==> config.mk <==
export PLATFORM = sky130hd
export DESIGN_NAME = lru_object_cache_directory
export DESIGN_NICKNAME = d
export VERILOG_FILES = /design/src/rtl/lruocd_pkg.sv /design/src/rtl/lruocd_cell.sv /design/src/rtl/lru_object_cache_directory.sv
export SDC_FILE = /design/constraint.sdc
export NUM_CORES = 1
export LEC_CHECK = 0
export BUFFER_PORTS_ARGS = -buffer_cell sky130_fd_sc_hd__buf_2
export CAP_MARGIN = 20
export CORE_MARGIN = 2
export CORE_UTILIZATION = 64
export DETAILED_ROUTE_END_ITERATION = 8
export GPL_ROUTABILITY_DRIVEN = 0
export GPL_TIMING_DRIVEN = 0
export PLACE_DENSITY = 0.88
export SLEW_MARGIN = 40
export SYNTH_ARGS = -nofsm -noshare
export SYNTH_HDL_FRONTEND = slang
export SYNTH_SLANG_ARGS = --single-unit
==> constraint.sdc <==
create_clock -name clk -period 16.2 [get_ports clk]
set_input_delay 1.62 -clock clk [delete_from_list [all_inputs] [get_ports clk]]
set_output_delay 1.62 -clock clk [all_outputs]
set_load 0.005 [all_outputs]
==> src/rtl/lruocd_pkg.sv <==
// Package: shared types and constants of the LRU object cache directory.
`timescale 1ns / 1ps
`default_nettype none
package lruocd_pkg;

	localparam int KEY_W    = 64;
	localparam int IN_LEN_W = 20;
	localparam int LEN_W    = 17;
	localparam int WAY_W    = 6;

	localparam logic [LEN_W-1:0] MAX_LEN_RST = 17'd102400;

	localparam logic FUNC_LOOKUP = 1'b0;
	localparam logic FUNC_INSERT = 1'b1;

	// Request broadcast to every cell
	typedef struct packed {
		logic             lookup;
		logic             insert_ok;
		logic [KEY_W-1:0] key;
		logic [LEN_W-1:0] len;
	} cmd_t;

	// Selection passed from cell to cell; first selecting cell claims it
	typedef struct packed {
		logic             found;
		logic [WAY_W-1:0] way;
		logic [WAY_W-1:0] rank;
		logic [LEN_W-1:0] len;
	} chain_t;

endpackage
`default_nettype wire

==> src/rtl/lruocd_cell.sv <==
// Module: one directory entry holding key, length, valid flag and recency rank.
`timescale 1ns / 1ps
`default_nettype none
module lruocd_cell #(
	parameter int ENTRIES  = 8,
	parameter int KEY_BITS = 64,
	parameter int INDEX    = 0
) (
	input  wire                        clk,
	input  wire                        arst_n,
	input  lruocd_pkg::cmd_t           cmd,
	input  lruocd_pkg::chain_t         chain_in,
	output lruocd_pkg::chain_t         chain_out,
	input  wire                        upd,
	input  wire [$clog2(ENTRIES)-1:0]  old_rank
);

	localparam int RANK_W = $clog2(ENTRIES);
	localparam logic [RANK_W-1:0] MAX_RANK = RANK_W'(ENTRIES - 1);

	logic [KEY_BITS-1:0]          key_q;
	logic [lruocd_pkg::LEN_W-1:0] len_q;
	logic                         valid_q;
	logic [RANK_W-1:0]            rank_q;
	logic                         match;
	logic                         victim;
	logic                         sel;

	// Decide whether this entry is the one the request acts on
	assign match  = cmd.lookup && valid_q && (key_q == cmd.key[KEY_BITS-1:0]);
	assign victim = cmd.insert_ok && (rank_q == '0);
	assign sel    = !chain_in.found && (match || victim);

	// Claim the chain or pass it on to the next cell
	always_comb begin
		chain_out = chain_in;
		if (sel) begin
			chain_out.found = 1'b1;
			chain_out.way   = lruocd_pkg::WAY_W'(INDEX);
			chain_out.rank  = lruocd_pkg::WAY_W'(rank_q);
			chain_out.len   = len_q;
		end
	end

	// Advance recency: selected entry goes to the top, more recent ones drop by one
	always_ff @(posedge clk or negedge arst_n) begin
		if (!arst_n) begin
			valid_q <= 1'b0;
			rank_q  <= RANK_W'(INDEX);
		end else if (upd) begin
			if (sel) begin
				rank_q <= MAX_RANK;
				if (cmd.insert_ok) begin
					valid_q <= 1'b1;
				end
			end else if (rank_q > old_rank) begin
				rank_q <= rank_q - 1'b1;
			end
		end
	end

	// Store key and length on insert
	always_ff @(posedge clk) begin
		if (upd && sel && cmd.insert_ok) begin
			key_q <= cmd.key[KEY_BITS-1:0];
			len_q <= cmd.len;
		end
	end

endmodule
`default_nettype wire

==> src/rtl/lru_object_cache_directory.sv <==
// Top level: LRU object cache directory built from a row of entry cells.
//
// Usage:
//   Input channel (in_valid/in_stall) carries func, object_key and object_len.
//   func selects lookup or insert. Every accepted transaction yields exactly
//   one result transaction on the output channel (out_valid/out_stall)
//   carrying hit, way, stored_len and stored.
//   The register max_object_len is written on cfg_valid/cfg_ready; cfg_ready
//   is always high and writes are expected only while the block is idle.
//   Flow: a transaction is registered in the request register at acceptance
//   and its result is registered in the output register when the request is
//   processed, which a stalled result on the output can delay.
//   Throughput: one transaction per cycle unless a stalled result holds
//   the output; the lookup compare, first-match chain through the entry cells
//   and rank update finish together, and the next transaction sees the updated entries.
//   Stall: while out_stall holds a pending result, the held request waits
//   and in_stall rises once the request register is occupied.
//   Reset: all entries invalid, recency rank of entry i equals i, limit
//   returns to 102400; no clearing pass is needed.
`timescale 1ns / 1ps
`default_nettype none
module lru_object_cache_directory #(
	parameter int ENTRIES  = 8,
	parameter int KEY_BITS = 64
) (
	input  wire                                 clk,
	input  wire                                 arst_n,
	input  wire                                 in_valid,
	output logic                                in_stall,
	input  wire                                 func,
	input  wire  [lruocd_pkg::KEY_W-1:0]        object_key,
	input  wire  [lruocd_pkg::IN_LEN_W-1:0]     object_len,
	output logic                                out_valid,
	input  wire                                 out_stall,
	output logic                                hit,
	output logic [lruocd_pkg::WAY_W-1:0]        way,
	output logic [lruocd_pkg::LEN_W-1:0]        stored_len,
	output logic                                stored,
	input  wire                                 cfg_valid,
	output logic                                cfg_ready,
	input  wire  [lruocd_pkg::LEN_W-1:0]        cfg_data
);

	localparam int RANK_W = $clog2(ENTRIES);

	logic                                s1_valid_q;
	logic                                func_s1;
	logic [lruocd_pkg::KEY_W-1:0]        key_s1;
	logic [lruocd_pkg::IN_LEN_W-1:0]     len_s1;
	logic [lruocd_pkg::LEN_W-1:0]        max_len_q;
	logic                                out_valid_q;
	logic                                hit_q;
	logic [lruocd_pkg::WAY_W-1:0]        way_q;
	logic [lruocd_pkg::LEN_W-1:0]        stored_len_q;
	logic                                stored_q;
	logic                                proc;
	logic                                fits;
	logic                                upd;
	lruocd_pkg::cmd_t                    cmd;
	lruocd_pkg::chain_t                  chain [ENTRIES+1];

	// Process the held request when the output register can take its result
	assign proc     = s1_valid_q && (!out_valid_q || !out_stall);
	assign in_stall = s1_valid_q && !proc;
	assign fits     = ({3'b000, max_len_q} >= len_s1);
	assign upd      = proc && chain[ENTRIES].found;

	assign cmd.lookup    = s1_valid_q && (func_s1 == lruocd_pkg::FUNC_LOOKUP);
	assign cmd.insert_ok = s1_valid_q && (func_s1 == lruocd_pkg::FUNC_INSERT) && fits;
	assign cmd.key       = key_s1;
	assign cmd.len       = len_s1[lruocd_pkg::LEN_W-1:0];

	assign chain[0] = '0;

	// Row of entry cells
	for (genvar g = 0; g < ENTRIES; g++) begin : g_cell
		lruocd_cell #(
			.ENTRIES  (ENTRIES),
			.KEY_BITS (KEY_BITS),
			.INDEX    (g)
		) u_cell (
			.clk       (clk),
			.arst_n    (arst_n),
			.cmd       (cmd),
			.chain_in  (chain[g]),
			.chain_out (chain[g+1]),
			.upd       (upd),
			.old_rank  (chain[ENTRIES].rank[RANK_W-1:0])
		);
	end

	// Configuration register
	assign cfg_ready = 1'b1;
	always_ff @(posedge clk or negedge arst_n) begin
		if (!arst_n) begin
			max_len_q <= lruocd_pkg::MAX_LEN_RST;
		end else if (cfg_valid && cfg_ready) begin
			max_len_q <= cfg_data;
		end
	end

	// Request register control
	always_ff @(posedge clk or negedge arst_n) begin
		if (!arst_n) begin
			s1_valid_q <= 1'b0;
		end else if (in_valid && !in_stall) begin
			s1_valid_q <= 1'b1;
		end else if (proc) begin
			s1_valid_q <= 1'b0;
		end
	end

	// Request register payload
	always_ff @(posedge clk) begin
		if (in_valid && !in_stall) begin
			func_s1 <= func;
			key_s1  <= object_key;
			len_s1  <= object_len;
		end
	end

	// Output register control
	always_ff @(posedge clk or negedge arst_n) begin
		if (!arst_n) begin
			out_valid_q <= 1'b0;
		end else if (proc) begin
			out_valid_q <= 1'b1;
		end else if (!out_stall) begin
			out_valid_q <= 1'b0;
		end
	end

	// Output register payload: zero on miss or rejected insert
	always_ff @(posedge clk) begin
		if (proc) begin
			hit_q        <= cmd.lookup && chain[ENTRIES].found;
			stored_q     <= cmd.insert_ok;
			way_q        <= chain[ENTRIES].found ? chain[ENTRIES].way : '0;
			stored_len_q <= (cmd.lookup && chain[ENTRIES].found) ?
				chain[ENTRIES].len : '0;
		end
	end

	assign out_valid  = out_valid_q;
	assign hit        = hit_q;
	assign way        = way_q;
	assign stored_len = stored_len_q;
	assign stored     = stored_q;

	// A selection only comes from a lookup or an insert that fits
	a_sel_source: assert property (@(posedge clk) disable iff (!arst_n)
		chain[ENTRIES].found |-> (cmd.lookup || cmd.insert_ok))
		else $error("entry selected without a live request");

	// An insert that fits always finds a victim
	a_insert_victim: assert property (@(posedge clk) disable iff (!arst_n)
		cmd.insert_ok |-> chain[ENTRIES].found)
		else $error("insert found no least recent entry");

	// A result never reports both hit and stored
	a_hit_stored: assert property (@(posedge clk) disable iff (!arst_n)
		out_valid_q |-> !(hit_q && stored_q))
		else $error("result marks both hit and stored");

	// Neither hit nor stored means an all-zero result
	a_zero_result: assert property (@(posedge clk) disable iff (!arst_n)
		(out_valid_q && !hit_q && !stored_q) |-> (way_q == '0 && stored_len_q == '0))
		else $error("miss result carries nonzero fields");

	// A processed request always loads the output register
	a_proc_out: assert property (@(posedge clk) disable iff (!arst_n)
		proc |=> out_valid_q)
		else $error("processed request produced no result");

endmodule
`default_nettype wire

==> metrics.md <==
| Metric | Value |
|---|---|
| Number of DRC violations after detailed-routing iteration 0 | 4258 |
| Count of endpoints failing hold in the final timing report | 0 |
| Lkg Pwr | 13.5 nW |
| Part of the power in registers | 0.510 |
| Required time of the worst setup path | 16740 ps |
| Yosys reg bits | 806 |
| Maximum buffer depth of the clock tree | 3 |
| Most frequent cell after synthesis | sky130_fd_sc_hd__edfxtp_1 |
| Resized cells post-CTS | 0 |
| Antenna violations before repair | 2 |
| Synth cell count leaders | sky130_fd_sc_hd__edfxtp_1, sky130_fd_sc_hd__xor2_1, sky130_fd_sc_hd__xnor2_1 |
| Pin slew with the least headroom to its limit | 1080 ps |
| Sink of the worst hold path | g_cell[6].u_cell.valid_q |
| Setup WS post-layout | 8530 ps |
| DR vias | 22300 |
| WHS Path Cells | 1 |
| Switching power of the nets | 0.00115 W |
| DR DRC count | 1 |
| Failing checks | design-rule violations |
| FFs w/ async S/R, synth | 0.0633 |
| Final setup skew | 38.2 ps |
| Area of the multi-input gates | 9660 sq um |
| Proportion of power drawn by the clock network | 0.398 |
| Met3 Usage GRT | 0.110 |
| Ys Warns | 0 |
| Clock slew at the register clock pins of the worst setup and hold paths | 60 ps |
| Capture instance of the worst register-to-register path | g_cell[0].u_cell.rank_q[1] |
| Depth of the worst register-to-register path | 17 |
| Total count of max-transition violations in the final report | 0 |
| Max-cap violations | 0 |
| FP Rows | 84 |
| Initial Utilization | 0.649 |
| Cell types occupying the most area after synthesis | sky130_fd_sc_hd__edfxtp_1, sky130_fd_sc_hd__xor2_1, sky130_fd_sc_hd__xnor2_1 |
| Level count of the clock H-tree | 3 |
| Vias per std cell | 6.96 |
| Global-route wire length before repair | 145 mm |
| Arrival @ worst endpoint | 8210 ps |
| Number of setup buffers added after CTS | 0 |
| Total of hold buffers inserted after clock tree synthesis | 0 |
| Net Sw Frac | 0.244 |
| Vias in the first global route | 21900 |
| Beginning of the worst register-to-register path | key_s1[57] |
| Highest ir drop seen on vdd | 122 uV |
| Finish-stage setup viols | 0 |
| Clock tree from TritonCTS | yes |
| Post-synth top area share | 0.663 |
| Synthesis-to-finish area growth | 14.5% |
| Sequential element share of the synthesized area | 0.701 |
| Routed Wire Length | 102 mm |
| Combinational Power Share | 0.092 |
| Remaining number of nets flagged by the antenna check after routing | 0 |
| Setup Crit Path Kind | flip-flop to flip-flop |
| Pwr Density | 121 nW/um^2 |
| Nature of the critical path endpoint | flip-flop |
| Total die area | 55300 sq um |
| HPWL after DPL | 67.8 mm |
| Run status | finished, violations left |
| Count of filler cells inserted in the layout | 2833 |
| Top-level port count | 135 |
| Path category of the worst min-delay check | flip-flop to flip-flop |
| Netlist area before placement | 34200 sq um |
| Largest stage delay on the critical path | 820 ps |
| Clock net sink count | 806 |
| Wire per inst | 31.8 microns |
| FF/Latch Area | 24000 sq um |
| Final TNS setup | 0 ps |
| Post-synth EDFFs | 755 |
| Chip width | 235 microns |
| Root Buffer | sky130_fd_sc_hd__clkbuf_16 |
| RSZ-0062 raised after global routing | no |
| Core occupancy in the finished layout | 0.743 |
| Clock insertion delay at the later pin of the skew report | 660 ps |
| Highest Clock Rate | 130 MHz |
| Routing usage on met2 | 0.566 |
| Final cycle utilization of the critical path | 0.474 |
| Maximum fanout along the worst path | 10 |
| Total core area | 52700 sq um |
| Pin count of the biggest net entering global routing | 42 |
| CTS Buf Count | 81 |
| Most used DFF post-synth | sky130_fd_sc_hd__edfxtp_1 |
| Total overflow reported by the global router | 0 |
| Slowest stage cell on the critical path | sky130_fd_sc_hd__edfxtp_1 |
| First-pass iteration count of the detailed router | 9 |
| Total global-route track usage | 0.367 |
| Type of origin of the critical path | flip-flop |
| Syn avg cell area | 15.6 sq um |
| Startpoint of the tightest hold check path | g_cell[6].u_cell.valid_q |
| Cell-internal power | 0.00357 W |
| Die height | 235 microns |
| GR peak layer | met2 |
| Clock period minus worst slack | 7670 ps |
| Number of cells produced by synthesis | 2189 |
| Internal reg-to-reg setup slack | 8530 ps |
| Share of layout cells above drive strength 1 | 0.182 |
| Ordered cell list for the critical path | buf_2 > xor2_1 > nor4_1 > nand4_1 > nor4_1 > a21oi_1 > nor3b_2 > clkbuf_1 > a22oi_1 > a222oi_1 > buf_2 > buf_1 > ha_1 > a32o_1 > a31oi_1 > a211oi_1 > a221oi_1 |
| Headroom to the max-slew limit | 0.273 |
| Cell type contributing the most total cell area after synthesis | sky130_fd_sc_hd__edfxtp_1 |
| Minimum setup slack after placement | 9220 ps |
| Number of unique standard cell types used by synthesis | 82 |
| Met1 global-route usage | 0.445 |
| Buffers added on ports | 129 |
| Number of nets in the final layout | 2602 |
## state kept, by name, indices dropped and copies added (netlist names)
name,count
func_s1,1
out_valid,1
g_cell.u_cell.rank_q,24
key_s1,64
max_len_q,17
g_cell.u_cell.valid_q,8
s1_valid_q,1
hit,1
len_s1,20
g_cell.u_cell.key_q,512
g_cell.u_cell.len_q,136
stored,1
stored_len,17
way,3
## cell families (layout without fill, tap and decap cells)
| logic type | count (synthesis) | count (layout) | share of synthesized area |
|---|---|---|---|
| buffers and inverters | 155 | 478 | 0.0209 |
| muxes | 39 | 39 | 0.0122 |
| xor gates and xnor gates | 497 | 497 | 0.127 |
| DFF | 806 | 806 | 0.701 |
| and+or+nand+nor | 440 | 440 | 0.0730 |
| adders and majority gates | 49 | 49 | 0.0179 |
| other | 2 | 6 | 0.000220 |
| AOI/OAI and AO/OA | 201 | 201 | 0.0470 |
## worst max-delay path: cells and delay by family (launching register included)
| family | cells | cell delay, ps |
|---|---|---|
| XOR/XNOR | 1 | 120 |
| buffers and inverters | 4 | 1570 |
| AND/OR/NAND/NOR | 4 | 2530 |
| flip-flops | 1 | 820 |
| AO/OA/AOI/OAI | 7 | 2190 |
| adder cells (fa/ha/maj) | 1 | 320 |
## final cells by class
| cell class | count | share of cell area |
|---|---|---|
| antenna | 2 | 0.000128 |
| timing repair buffer | 172 | 0.0331 |
| buffer | 98 | 0.0129 |
| inverter | 57 | 0.00547 |
| tap | 688 | 0.0220 |
| sequential | 806 | 0.612 |
| clock inverter | 50 | 0.0131 |
| clock buffer | 101 | 0.0542 |
| multi-input combinational | 1230 | 0.247 |
## power groups by stage
stage | combinational [W] | sequential, W | clock, W
floorplan | 0.000274 | 0.00241 | 0
global placement | 0.000371 | 0.00244 | 0
detailed placement | 0.000405 | 0.00244 | 0
CTS | 0.000416 | 0.00240 | 0.00188
global route | 0.000456 | 0.00241 | 0.00196
finish | 0.000435 | 0.00241 | 0.00188
## layout by cell type, fill, tap and decap left out, types with 9 or more instances in the layout
cell,instances
sky130_fd_sc_hd__mux2_2,16
sky130_fd_sc_hd__xor2_1,328
sky130_fd_sc_hd__dfrtp_1,36
sky130_fd_sc_hd__ha_1,49
sky130_fd_sc_hd__buf_2,201
sky130_fd_sc_hd__nor3_1,13
sky130_fd_sc_hd__nand2b_1,13
sky130_fd_sc_hd__nor3_2,9
sky130_fd_sc_hd__nand2_1,43
sky130_fd_sc_hd__inv_1,57
sky130_fd_sc_hd__bufinv_16,9
sky130_fd_sc_hd__clkinv_1,17
sky130_fd_sc_hd__nor2_1,76
sky130_fd_sc_hd__nor4_2,11
sky130_fd_sc_hd__edfxtp_1,755
sky130_fd_sc_hd__buf_4,14
sky130_fd_sc_hd__nand3_1,30
sky130_fd_sc_hd__clkinv_2,17
sky130_fd_sc_hd__nor2b_1,22
sky130_fd_sc_hd__mux2i_1,22
sky130_fd_sc_hd__clkbuf_16,82
sky130_fd_sc_hd__dfstp_2,15
sky130_fd_sc_hd__buf_12,13
sky130_fd_sc_hd__a222oi_1,18
sky130_fd_sc_hd__clkbuf_1,38
sky130_fd_sc_hd__xnor2_1,167
sky130_fd_sc_hd__a22oi_1,37
sky130_fd_sc_hd__a211oi_1,9
sky130_fd_sc_hd__nand4_1,62
sky130_fd_sc_hd__a31oi_1,25
sky130_fd_sc_hd__or4_1,10
sky130_fd_sc_hd__nor4_1,94
sky130_fd_sc_hd__a21oi_1,33
## layer usage
metal	wire length, microns	share of wire
met1	32200	0.32
met2	46600	0.46
met3	14000	0.14
met4	9110	0.089
met5	0	0
## metrics by stage
step           power (W)  instance area (sq um)  hold slack (ps)  std cells
2_1_floorplan    0.00268                  34200              432       2191
3_3_place_gp     0.00281                  35700              448       3008
3_5_place_dp     0.00285                  36500              446       3051
4_1_cts          0.00469                  39100              468       3202
5_1_grt          0.00482                  39100              471       3203
6_report         0.00472                  39100              467       3204
## worst max-delay path by stage
stage	start	endpoint	slack [ps]	cells past startpoint
global placement	s1_valid_q	g_cell[1].u_cell.valid_q	1290	13
CTS	key_s1[14]	g_cell[1].u_cell.rank_q[2]	9060	21
floorplan	out_stall	g_cell[1].u_cell.valid_q	7000	7
detailed placement	key_s1[14]	g_cell[1].u_cell.rank_q[1]	9220	21
finish	key_s1[57]	g_cell[0].u_cell.rank_q[1]	8530	17
global route	key_s1[57]	g_cell[0].u_cell.rank_q[1]	8630	17
Power figures use the tool's default switching activity.
